===== config.mk =====
export PLATFORM = sky130hd
export DESIGN_NAME = command_line_tokenizer_unit_flat
export DESIGN_NICKNAME = d
export VERILOG_FILES = /design/src/rtl/core/clt_pkg.sv /design/src/rtl/core/clt_in_if.sv /design/src/rtl/core/clt_out_if.sv /design/src/rtl/core/command_line_tokenizer_unit.sv /design/src/rtl/core/clt_front.sv /design/src/rtl/core/clt_queue.sv /design/src/rtl/core/clt_back.sv /design/src/flat_wrapper.sv
export SDC_FILE = /design/constraint.sdc
export NUM_CORES = 1
export LEC_CHECK = 0
export ABC_CLOCK_PERIOD_IN_PS = 8500
export BUFFER_PORTS_ARGS = -buffer_cell sky130_fd_sc_hd__buf_2
export CAP_MARGIN = 10
export CORE_MARGIN = 2
export CORE_UTILIZATION = 59
export DETAILED_ROUTE_END_ITERATION = 12
export GPL_TIMING_DRIVEN = 0
export PLACE_DENSITY = 0.8
export SYNTH_ARGS = -nofsm -noshare
export SYNTH_HDL_FRONTEND = slang
export SYNTH_SLANG_ARGS = --single-unit

===== constraint.sdc =====
create_clock -name clk -period 8.5 [get_ports clk]
set_input_delay 1.7 -clock clk [delete_from_list [all_inputs] [get_ports clk]]
set_output_delay 1.7 -clock clk [all_outputs]
set_load 0.02 [all_outputs]

===== src/rtl/core/clt_pkg.sv =====
// Package with the constants, codes and types of the command line tokenizer.
`timescale 1ns / 1ps
`default_nettype none
package clt_pkg;

	localparam int MAX_LINE   = 128;
	localparam int NUM_VALUES = 8;
	localparam int OUT_VALUES = 8;
	localparam int LEN_W      = $clog2(MAX_LINE + 1);
	localparam int FI_W       = 4;
	localparam int Q_DEPTH    = 4;
	localparam int Q_AW       = $clog2(Q_DEPTH);

	localparam logic [7:0] CH_LF    = 8'd10;
	localparam logic [7:0] CH_CR    = 8'd13;
	localparam logic [7:0] CH_SPACE = 8'd32;
	localparam logic [7:0] CH_MINUS = 8'd45;
	localparam logic [7:0] CH_ZERO  = 8'd48;
	localparam logic [7:0] CH_NINE  = 8'd57;

	localparam logic [2:0] CLS_TERM  = 3'd0;
	localparam logic [2:0] CLS_SPACE = 3'd1;
	localparam logic [2:0] CLS_MINUS = 3'd2;
	localparam logic [2:0] CLS_DIGIT = 3'd3;
	localparam logic [2:0] CLS_OTHER = 3'd4;

	localparam logic [1:0] ST_OK      = 2'd0;
	localparam logic [1:0] ST_BADCHAR = 2'd1;
	localparam logic [1:0] ST_TOOMANY = 2'd2;
	localparam logic [1:0] ST_TOOLONG = 2'd3;

	typedef struct packed {
		logic [2:0] cls;
		logic [7:0] ch;
		logic [3:0] digit;
	} tok_t;

	typedef struct packed {
		logic valid;
		logic ready;
	} hs_t;

endpackage
`default_nettype wire


===== src/rtl/core/clt_in_if.sv =====
// Channel interface for received characters.
`timescale 1ns / 1ps
`default_nettype none
interface clt_in_if;
	logic       valid;
	logic       ready;
	logic [7:0] rx_byte;

	modport source (output valid, output rx_byte, input ready);
	modport sink (input valid, input rx_byte, output ready);
endinterface
`default_nettype wire


===== src/rtl/core/clt_out_if.sv =====
// Channel interface for parsed command lines.
`timescale 1ns / 1ps
`default_nettype none
interface clt_out_if;
	logic               valid;
	logic               ready;
	logic        [31:0] command_word;
	logic signed [31:0] value_0;
	logic signed [31:0] value_1;
	logic signed [31:0] value_2;
	logic signed [31:0] value_3;
	logic signed [31:0] value_4;
	logic signed [31:0] value_5;
	logic signed [31:0] value_6;
	logic signed [31:0] value_7;
	logic        [3:0]  value_count;
	logic        [1:0]  line_status;

	modport source (
		output valid, output command_word,
		output value_0, output value_1, output value_2, output value_3,
		output value_4, output value_5, output value_6, output value_7,
		output value_count, output line_status,
		input ready
	);
	modport sink (
		input valid, input command_word,
		input value_0, input value_1, input value_2, input value_3,
		input value_4, input value_5, input value_6, input value_7,
		input value_count, input line_status,
		output ready
	);
endinterface
`default_nettype wire


===== src/rtl/core/command_line_tokenizer_unit.sv =====
// Top level of the command line tokenizer.
//
//   channel  | dir | payload                                        | per transaction
//   chars    | in  | rx_byte                                        | one character
//   tokens   | out | command_word, value_0..7, value_count, status  | one finished line
//
// One character is taken each cycle while the four-entry token queue has room.
// The line engine retires one queued token per cycle unless the result stalls;
// a line end after at least one character loads the result register as it retires.
// A stalled result blocks only the engine; the queue keeps taking characters
// until its four entries are full.
// Reset is asynchronous and clears the queue, the line state and the result valid.
`timescale 1ns / 1ps
`default_nettype none
module command_line_tokenizer_unit (
	input  logic       clk,
	input  logic       arst_n,
	clt_in_if.sink     chars,
	clt_out_if.source  tokens
);
	import clt_pkg::*;

	hs_t  push;
	tok_t push_tok;
	logic push_ready;
	logic pop_valid;
	tok_t pop_tok;
	logic pop_ready;
	logic push_fire;

	assign push_fire = push.valid && push.ready;

	clt_front u_front (
		.chars      (chars),
		.push       (push),
		.push_tok   (push_tok),
		.push_ready (push_ready)
	);

	clt_queue u_queue (
		.clk        (clk),
		.arst_n     (arst_n),
		.push_valid (push.valid),
		.push_tok   (push_tok),
		.push_ready (push_ready),
		.pop_valid  (pop_valid),
		.pop_tok    (pop_tok),
		.pop_ready  (pop_ready)
	);

	clt_back u_back (
		.clk       (clk),
		.arst_n    (arst_n),
		.tok_valid (pop_valid),
		.tok       (pop_tok),
		.tok_ready (pop_ready),
		.tokens    (tokens)
	);

	a_accept_means_room: assert property (@(posedge clk) disable iff (!arst_n)
		push_fire |-> push_ready)
		else $error("character taken while queue full");

	a_ready_tracks_queue: assert property (@(posedge clk) disable iff (!arst_n)
		chars.ready == push_ready)
		else $error("input ready does not follow queue room");

	a_no_pop_empty: assert property (@(posedge clk) disable iff (!arst_n)
		!pop_valid |=> !$rose(tokens.valid) || $past(pop_valid))
		else $error("result produced without a token");

endmodule
`default_nettype wire


===== src/rtl/core/clt_front.sv =====
// Front end that classifies each received character into a token.
`timescale 1ns / 1ps
`default_nettype none
module clt_front (
	clt_in_if.sink       chars,
	output clt_pkg::hs_t push,
	output clt_pkg::tok_t push_tok,
	input  logic         push_ready
);
	import clt_pkg::*;

	logic [7:0] c;

	assign c = chars.rx_byte;

	always_comb begin
		push_tok.ch    = c;
		push_tok.digit = 4'(c - CH_ZERO);
		if (c inside {CH_LF, CH_CR}) begin
			push_tok.cls = CLS_TERM;
		end else if (c == CH_SPACE) begin
			push_tok.cls = CLS_SPACE;
		end else if (c == CH_MINUS) begin
			push_tok.cls = CLS_MINUS;
		end else if (c inside {[CH_ZERO:CH_NINE]}) begin
			push_tok.cls = CLS_DIGIT;
		end else begin
			push_tok.cls = CLS_OTHER;
		end
	end

	assign push.valid  = chars.valid;
	assign push.ready  = push_ready;
	assign chars.ready = push_ready;

endmodule
`default_nettype wire


===== src/rtl/core/clt_queue.sv =====
// Short token queue between the front end and the line engine.
`timescale 1ns / 1ps
`default_nettype none
module clt_queue (
	input  logic          clk,
	input  logic          arst_n,
	input  logic          push_valid,
	input  clt_pkg::tok_t push_tok,
	output logic          push_ready,
	output logic          pop_valid,
	output clt_pkg::tok_t pop_tok,
	input  logic          pop_ready
);
	import clt_pkg::*;

	tok_t            mem_q [Q_DEPTH];
	logic [Q_AW-1:0] wr_ptr_q;
	logic [Q_AW-1:0] rd_ptr_q;
	logic [Q_AW:0]   count_q;
	logic            do_push;
	logic            do_pop;

	assign push_ready = (count_q != (Q_AW+1)'(Q_DEPTH));
	assign pop_valid  = (count_q != '0);
	assign pop_tok    = mem_q[rd_ptr_q];
	assign do_push    = push_valid && push_ready;
	assign do_pop     = pop_valid && pop_ready;

	always_ff @(posedge clk) begin
		if (do_push) begin
			mem_q[wr_ptr_q] <= push_tok;
		end
	end

	always_ff @(posedge clk or negedge arst_n) begin
		if (!arst_n) begin
			wr_ptr_q <= '0;
			rd_ptr_q <= '0;
			count_q  <= '0;
		end else begin
			if (do_push) begin
				wr_ptr_q <= wr_ptr_q + 1'b1;
			end
			if (do_pop) begin
				rd_ptr_q <= rd_ptr_q + 1'b1;
			end
			count_q <= count_q + (Q_AW+1)'(do_push) - (Q_AW+1)'(do_pop);
		end
	end

	a_count_bound: assert property (@(posedge clk) disable iff (!arst_n)
		count_q <= (Q_AW+1)'(Q_DEPTH))
		else $error("queue count beyond depth");

	a_ptr_gap: assert property (@(posedge clk) disable iff (!arst_n)
		(count_q != (Q_AW+1)'(Q_DEPTH)) |-> ((wr_ptr_q - rd_ptr_q) == count_q[Q_AW-1:0]))
		else $error("queue pointers disagree with count");

	a_count_step: assert property (@(posedge clk) disable iff (!arst_n)
		(do_push && !do_pop) |=> (count_q == $past(count_q) + 1'b1))
		else $error("queue count did not follow a push");

endmodule
`default_nettype wire


===== src/rtl/core/clt_back.sv =====
// Line engine: folds tokens into command and values, and holds the result register.
`timescale 1ns / 1ps
`default_nettype none
module clt_back (
	input  logic          clk,
	input  logic          arst_n,
	input  logic          tok_valid,
	input  clt_pkg::tok_t tok,
	output logic          tok_ready,
	clt_out_if.source     tokens
);
	import clt_pkg::*;

	logic [31:0]      cmd_q;
	logic [31:0]      acc_q;
	logic             neg_q;
	logic             at_start_q;
	logic [FI_W-1:0]  fi_q;
	logic [31:0]      store_q [NUM_VALUES];
	logic [LEN_W-1:0] len_q;
	logic [1:0]       err_q;

	logic [31:0]      cmd_d;
	logic [31:0]      acc_d;
	logic             neg_d;
	logic             at_start_d;
	logic [FI_W-1:0]  fi_d;
	logic [31:0]      store_d [NUM_VALUES];
	logic [LEN_W-1:0] len_d;
	logic [1:0]       err_d;

	logic                       out_valid_q;
	logic [31:0]                out_cmd_q;
	logic [OUT_VALUES-1:0][31:0] out_val_q;
	logic [3:0]                 out_count_q;
	logic [1:0]                 out_status_q;

	logic                       pop;
	logic                       emit;
	logic [31:0]                closing;
	logic [31:0]                acc_times_ten;
	logic [OUT_VALUES-1:0][31:0] line_vals;
	logic                       field_open;

	assign tok_ready     = !out_valid_q || tokens.ready;
	assign pop           = tok_valid && tok_ready;
	assign closing       = neg_q ? (32'd0 - acc_q) : acc_q;
	assign acc_times_ten = (acc_q << 3) + (acc_q << 1);
	assign field_open    = (fi_q != '0) && (fi_q <= FI_W'(NUM_VALUES));
	assign emit          = pop && (tok.cls == CLS_TERM) && (len_q != '0);

	always_comb begin
		line_vals = '0;
		for (int k = 0; k < NUM_VALUES; k++) begin
			line_vals[k] = (fi_q == FI_W'(k + 1)) ? closing : store_q[k];
		end
	end

	always_comb begin
		cmd_d      = cmd_q;
		acc_d      = acc_q;
		neg_d      = neg_q;
		at_start_d = at_start_q;
		fi_d       = fi_q;
		store_d    = store_q;
		len_d      = len_q;
		err_d      = err_q;
		if (pop) begin
			if (tok.cls == CLS_TERM) begin
				if (len_q != '0) begin
					cmd_d      = '0;
					acc_d      = '0;
					neg_d      = 1'b0;
					at_start_d = 1'b1;
					fi_d       = '0;
					for (int k = 0; k < NUM_VALUES; k++) begin
						store_d[k] = '0;
					end
					len_d = '0;
					err_d = ST_OK;
				end
			end else if (err_q != ST_TOOLONG) begin
				if (len_q >= LEN_W'(MAX_LINE)) begin
					err_d = ST_TOOLONG;
				end else begin
					len_d = len_q + 1'b1;
					if (tok.cls == CLS_SPACE) begin
						if (fi_q <= FI_W'(NUM_VALUES)) begin
							for (int k = 0; k < NUM_VALUES; k++) begin
								if (fi_q == FI_W'(k + 1)) begin
									store_d[k] = closing;
								end
							end
							acc_d      = '0;
							neg_d      = 1'b0;
							at_start_d = 1'b1;
							fi_d       = fi_q + 1'b1;
							if (fi_q == FI_W'(NUM_VALUES) && err_q == ST_OK) begin
								err_d = ST_TOOMANY;
							end
						end
					end else if (fi_q == '0) begin
						cmd_d = {cmd_q[23:0], tok.ch};
					end else if (field_open) begin
						if (tok.cls == CLS_MINUS && at_start_q) begin
							neg_d = 1'b1;
						end else if (tok.cls == CLS_DIGIT) begin
							acc_d = acc_times_ten + {28'd0, tok.digit};
						end else if (err_q == ST_OK) begin
							err_d = ST_BADCHAR;
						end
						at_start_d = 1'b0;
					end
				end
			end
		end
	end

	always_ff @(posedge clk or negedge arst_n) begin
		if (!arst_n) begin
			cmd_q      <= '0;
			acc_q      <= '0;
			neg_q      <= 1'b0;
			at_start_q <= 1'b1;
			fi_q       <= '0;
			for (int k = 0; k < NUM_VALUES; k++) begin
				store_q[k] <= '0;
			end
			len_q       <= '0;
			err_q       <= ST_OK;
			out_valid_q <= 1'b0;
		end else begin
			cmd_q      <= cmd_d;
			acc_q      <= acc_d;
			neg_q      <= neg_d;
			at_start_q <= at_start_d;
			fi_q       <= fi_d;
			store_q    <= store_d;
			len_q      <= len_d;
			err_q      <= err_d;
			if (emit) begin
				out_valid_q <= 1'b1;
			end else if (tokens.ready) begin
				out_valid_q <= 1'b0;
			end
		end
	end

	always_ff @(posedge clk) begin
		if (emit) begin
			out_status_q <= err_q;
			if (err_q == ST_OK) begin
				out_cmd_q   <= cmd_q;
				out_val_q   <= line_vals;
				out_count_q <= fi_q;
			end else begin
				out_cmd_q   <= '0;
				out_val_q   <= '0;
				out_count_q <= '0;
			end
		end
	end

	assign tokens.valid        = out_valid_q;
	assign tokens.command_word = out_cmd_q;
	assign tokens.value_0      = out_val_q[0];
	assign tokens.value_1      = out_val_q[1];
	assign tokens.value_2      = out_val_q[2];
	assign tokens.value_3      = out_val_q[3];
	assign tokens.value_4      = out_val_q[4];
	assign tokens.value_5      = out_val_q[5];
	assign tokens.value_6      = out_val_q[6];
	assign tokens.value_7      = out_val_q[7];
	assign tokens.value_count  = out_count_q;
	assign tokens.line_status  = out_status_q;

	a_len_bound: assert property (@(posedge clk) disable iff (!arst_n)
		len_q <= LEN_W'(MAX_LINE))
		else $error("line length beyond limit");

	a_field_bound: assert property (@(posedge clk) disable iff (!arst_n)
		fi_q <= FI_W'(NUM_VALUES + 1))
		else $error("field index beyond limit");

	a_overflow_flag: assert property (@(posedge clk) disable iff (!arst_n)
		(fi_q == FI_W'(NUM_VALUES + 1)) |-> (err_q != ST_OK))
		else $error("extra field without a fault");

	a_fault_clears: assert property (@(posedge clk) disable iff (!arst_n)
		(out_valid_q && out_status_q != ST_OK) |-> (out_count_q == '0 && out_cmd_q == '0))
		else $error("faulty line carries data");

	a_hold: assert property (@(posedge clk) disable iff (!arst_n)
		(out_valid_q && !tokens.ready) |=> (out_valid_q && $stable(out_cmd_q)))
		else $error("stalled result changed");

endmodule
`default_nettype wire


===== src/flat_wrapper.sv =====
// flat-port wrapper written by rule: the top's interface ports become plain ports
module command_line_tokenizer_unit_flat import clt_pkg::*;
  (clk, arst_n, chars_valid, chars_rx_byte, chars_ready, tokens_valid, tokens_command_word, tokens_value_0, tokens_value_1, tokens_value_2, tokens_value_3, tokens_value_4, tokens_value_5, tokens_value_6, tokens_value_7, tokens_value_count, tokens_line_status, tokens_ready);
  clt_in_if chars_i ();
  clt_out_if tokens_i ();
  input  logic clk;
  input  logic arst_n;
  input wire logic [$bits(chars_i.valid)-1:0] chars_valid;
  input wire logic [$bits(chars_i.rx_byte)-1:0] chars_rx_byte;
  output wire logic [$bits(chars_i.ready)-1:0] chars_ready;
  output wire logic [$bits(tokens_i.valid)-1:0] tokens_valid;
  output wire logic [$bits(tokens_i.command_word)-1:0] tokens_command_word;
  output wire logic [$bits(tokens_i.value_0)-1:0] tokens_value_0;
  output wire logic [$bits(tokens_i.value_1)-1:0] tokens_value_1;
  output wire logic [$bits(tokens_i.value_2)-1:0] tokens_value_2;
  output wire logic [$bits(tokens_i.value_3)-1:0] tokens_value_3;
  output wire logic [$bits(tokens_i.value_4)-1:0] tokens_value_4;
  output wire logic [$bits(tokens_i.value_5)-1:0] tokens_value_5;
  output wire logic [$bits(tokens_i.value_6)-1:0] tokens_value_6;
  output wire logic [$bits(tokens_i.value_7)-1:0] tokens_value_7;
  output wire logic [$bits(tokens_i.value_count)-1:0] tokens_value_count;
  output wire logic [$bits(tokens_i.line_status)-1:0] tokens_line_status;
  input wire logic [$bits(tokens_i.ready)-1:0] tokens_ready;
  assign chars_i.valid = chars_valid;
  assign chars_i.rx_byte = chars_rx_byte;
  assign chars_ready = chars_i.ready;
  assign tokens_valid = tokens_i.valid;
  assign tokens_command_word = tokens_i.command_word;
  assign tokens_value_0 = tokens_i.value_0;
  assign tokens_value_1 = tokens_i.value_1;
  assign tokens_value_2 = tokens_i.value_2;
  assign tokens_value_3 = tokens_i.value_3;
  assign tokens_value_4 = tokens_i.value_4;
  assign tokens_value_5 = tokens_i.value_5;
  assign tokens_value_6 = tokens_i.value_6;
  assign tokens_value_7 = tokens_i.value_7;
  assign tokens_value_count = tokens_i.value_count;
  assign tokens_line_status = tokens_i.line_status;
  assign tokens_i.ready = tokens_ready;
  command_line_tokenizer_unit u_core (.clk(clk), .arst_n(arst_n), .chars(chars_i), .tokens(tokens_i));
endmodule

==> results.py <==
metrics = {
    "detailed_routing": {
        "drt_iter0_drc": 3203,
        "viasPerCell": 6.291,
        "dr.max_layer_used": "met5",
        "wl_met1_um": 32260,
        "routed-wl-met2_um": 40650,
        "postRouteAntennaNets": 0,
        "met3RoutedLength_um": 9443,
        "wirelength_um": 87370,
        "drc_errors": 0,
        "num_vias": 23120,
        "avgRoutedWirePerCell_um": 23.77,
        "drt-pass1-iter-count": 6,
    },
    "placement": {
        "dp.cells": 3547,
        "hpwl_um": 61060,
        "place_congestion": 0.9547,
        "portBuffers": 307,
    },
    "clock_network": {
        "ctsHoldBuffers": 0,
        "cts_root_buffer": "clkbuf_16",
        "cts_resized": 0,
        "cts_buffers": 68,
        "clk_pin_slew_ns": 0.06,
        "clockBufferDepth": 3,
        "clkLatencyLatePin_ns": 0.63,
        "clock_sinks": 682,
        "htreeDepth": 3,
        "cts_tree": "built",
        "postCtsSetupBuffers": 0,
    },
    "die": {
        "dieWidth_um": 226.8,
        "core_area_um2": 48950,
        "die_height_um": 226.8,
        "ioPinCount": 308,
        "start_util_pct": 59.83,
        "row_count": 81,
        "die_area_um2": 51440,
    },
    "global_routing": {
        "grt_pass1_vias": 21950,
        "antenna_found_initial": 1,
        "grt_util_all_layers_pct": 34.12,
        "grt_start_max_net_pins": 117,
        "gr-total-overflow": 0,
        "grt_pass1_wl_um": 129400,
    },
    "sta": {
        "finalSetupTns_ns": 0,
        "maxSlewHeadroom_pct": 22.34,
        "rsz0062_at_grt": "no",
        "fmax_ghz": 0.1925,
        "final-max-slew-violation-count": 0,
        "hold_viol": 0,
        "setup_violations": 0,
        "final.setup_skew_ns": 0.02853,
        "worst_slew_pin_slew_ns": 1.155,
        "fin_crit_ns": 5.196,
        "min_period_over_period_pct": 61.13,
        "hold_ws_ns": 0.4770,
    },
    "cells_and_area": {
        "drive_gt1_share_pct": 14.49,
        "layout.nets": 3039,
        "seq_area_um2": 18760,
        "fillers": 3426,
        "stdcell_count": 3675,
        "multi_input_area_um2": 9663,
        "area_growth_pct": 16.12,
    },
    "min_path": {
        "hold_path_class": "reg2reg",
        "whs_path_depth": 2,
        "hold_path_startpoint": "u_core.u_back.store_q[22]",
        "min_to": "u_core.u_back.store_q[22]",
    },
    "yosys": {
        "syn_area_um2": 29290,
        "async_flop_share_pct": 50.44,
        "synthFlopType": "dfrtp_1",
        "ys_seq_elements": 682,
        "synth-edff-count": 338,
        "ys_seq_area_share_pct": 64.05,
        "synth_cells": 2571,
        "synth_fp_nets": 2657,
        "synth_warnings": 0,
        "syn_area_per_cell_um2": 11.39,
        "ys_types": 59,
    },
    "pwr": {
        "cellPowerDensity_nw_per_um2": 415.3,
        "ir_worst_vdd_mv": 0.2650,
        "leakagePower_nw": 13.56,
    },
    "worst_setup_path": {
        "crit_path_end_kind": "flip-flop",
        "rrSetupSlack_ns": 3.30,
        "cp_max_fo": 11,
        "r2r.worst_path.cells": 13,
        "path_cells": "clkbuf_1 -> clkinv_1 -> fa_1 -> inv_1 -> fa_1 -> a21o_1 -> a221o_1 -> a221oi_1 -> o21ai_0 -> a41oi_1 -> o21ai_0 -> xor2_1 -> a22o_1",
        "cpPeakStageDelay_ns": 0.69,
        "r2r_start": "u_core.u_back.acc_q[0]",
        "cp-start-kind": "flip-flop",
        "cp_slowest_cell": "fa_1",
        "r2r-end": "u_core.u_back.acc_q[30]",
        "cp.required_ns": 8.99,
        "cp.arrival_ns": 5.69,
        "crit_type": "reg2reg",
    },
    "flow_run": {
        "cap_violations": 0,
    },
    "status": {
        "run_status": "completed",
    },
}
-- report_power, final --
part / internal, W / switching, W / total, W
clock: 0.00170 / 0.00128 / 0.00297
sequential: 0.00466 / 0.000506 / 0.00517
combinational: 0.00154 / 0.00444 / 0.00598
total: 0.00790 / 0.00622 / 0.0141
-- flip-flops by register name, indices dropped and copies added (netlist names) --
register,flops
u_core.u_back.tokens.value_count,4
u_core.u_back.tokens.line_status,2
u_core.u_back.fi_q,4
u_core.u_back.tokens.value_6,32
u_core.u_queue.wr_ptr_q,2
u_core.u_back.tokens.value_3,32
u_core.u_back.tokens.command_word,32
u_core.u_back.tokens.value_7,32
u_core.u_queue.count_q,3
u_core.u_back.acc_q,32
u_core.u_back.cmd_q,32
u_core.u_back.tokens.value_2,32
u_core.u_back.neg_q,1
u_core.u_back.len_q,8
u_core.u_back.store_q,256
u_core.u_back.tokens.value_5,32
u_core.u_back.tokens.value_4,32
u_core.u_back.tokens.valid,1
u_core.u_back.err_q,2
u_core.u_back.at_start_q,1
u_core.u_queue.mem_q,44
u_core.u_back.tokens.value_1,32
u_core.u_back.tokens.value_0,32
u_core.u_queue.rd_ptr_q,2
-- cells in the final DEF, fill, tap and decap left out, drive strengths merged, types with 4 or more instances in the layout --
cell,n
edfxtp,338
nand3,11
nand2,362
o31ai,31
a22o,38
or2,4
nor3,12
clkinvlp,5
a21o,15
nor2,285
xor2,47
o21ai,321
nor2b,4
mux2i,4
or3,6
mux4,11
ha,71
o21bai,8
a211oi,236
o41ai,5
nand4,12
or4,4
clkinv,24
xnor2,22
and3,9
buf,342
a21oi,66
inv,31
dfrtp,343
and2,41
clkbuf,260
nand2b,7
bufinv,4
-- how the worst max path moves through the flow --
stage | startpoint | end | cells after the start
3_5_place_dp | u_core.u_queue.rd_ptr_q[0] | u_core.u_back.acc_q[30] | 13
6_report | u_core.u_back.acc_q[0] | u_core.u_back.acc_q[30] | 13
5_1_grt | u_core.u_queue.rd_ptr_q[0] | u_core.u_back.acc_q[30] | 13
3_3_place_gp | tokens_ready | u_core.u_back.store_q[50] | 9
4_1_cts | u_core.u_queue.rd_ptr_q[0] | u_core.u_back.acc_q[30] | 13
2_1_floorplan | tokens_ready | u_core.u_back.store_q[36] | 8
-- metal layers --
metal / vias up / track usage (%)
li1: 10000 / -
met1: 11230 / 44.94
met2: 1574 / 53.05
met3: 314 / 7.581
met4: 2 / 18.70
met5: - / 0
-- synthesized netlist by cell type (2+ instances only) --
cell	count	share of area, %
nand2_1	362	4.6
dfrtp_1	343	29
edfxtp_1	338	35
o21ai_0	312	5.3
nor2_1	285	3.7
a211oi_1	235	6.0
clkbuf_1	168	2.2
ha_1	71	3.0
a21oi_1	65	1.1
xor2_1	47	1.4
and2_1	41	0.88
a22o_1	38	1.1
o31ai_1	31	0.79
inv_1	29	0.37
buf_1	22	0.28
xnor2_1	22	0.66
a21o_1	15	0.38
nand4_1	12	0.26
mux4_2	11	0.85
nand3_1	11	0.19
nor3_1	11	0.19
and3_1	9	0.19
o21ai_1	9	0.15
buf_2	8	0.14
o21bai_1	8	0.21
nand2b_1	7	0.15
or3_1	6	0.13
o41ai_1	5	0.15
mux2i_1	4	0.14
nor2b_1	4	0.085
a221oi_1	3	0.090
fa_1	3	0.21
nor4_1	3	0.064
o21a_1	3	0.077
or2_2	3	0.064
or4_1	3	0.077
a31oi_1	2	0.043
-- critical path: cells and delay by family (launching register included) --
family / cells / cell delay [ns]
AOI/OAI and AO/OA: 7 / 2.17
buffers and inverters: 3 / 1.17
adders and majority gates: 2 / 1.16
xor gates and xnor gates: 1 / 0.16
DFF: 1 / 0.41
-- cells by family (layout without fill, tap and decap cells) --
kind of cell	Yosys count	in the layout	synth area share (%)
AO/OA/AOI/OAI	736	736	15.83
XOR/XNOR	69	69	2.063
adder cells (fa/ha/maj)	74	74	3.238
buffers and inverters	228	666	2.956
flip-flops	682	682	64.05
multiplexers	16	16	1.021
other	0	2	0
AND/OR/NAND/NOR	766	766	10.84
-- per-stage QoR --
stage	utilization, %	instance area, µm²	total power, W	worst slack (ns)
2_1_floorplan	-	29290	0.008827	1.431
3_3_place_gp	64.67	31660	0.01083	-0.8909
3_5_place_dp	64.99	31810	0.01098	3.365
4_1_cts	69.47	34010	0.01397	3.297
5_1_grt	69.47	34010	0.01473	2.940
6_report	69.48	34010	0.01412	3.304
-- cell type report --
class | count | share of cell area [%]
multi-input cells | 1661 | 28.41
well taps | 664 | 2.443
clock inverters | 34 | 0.8719
diodes | 2 | 0.01472
clock buffers | 92 | 5.574
plain buffers | 198 | 2.244
flip-flops and latches | 682 | 55.16
repair buffers | 312 | 4.952
inverters | 30 | 0.3311
Power figures use the tool's default switching activity.
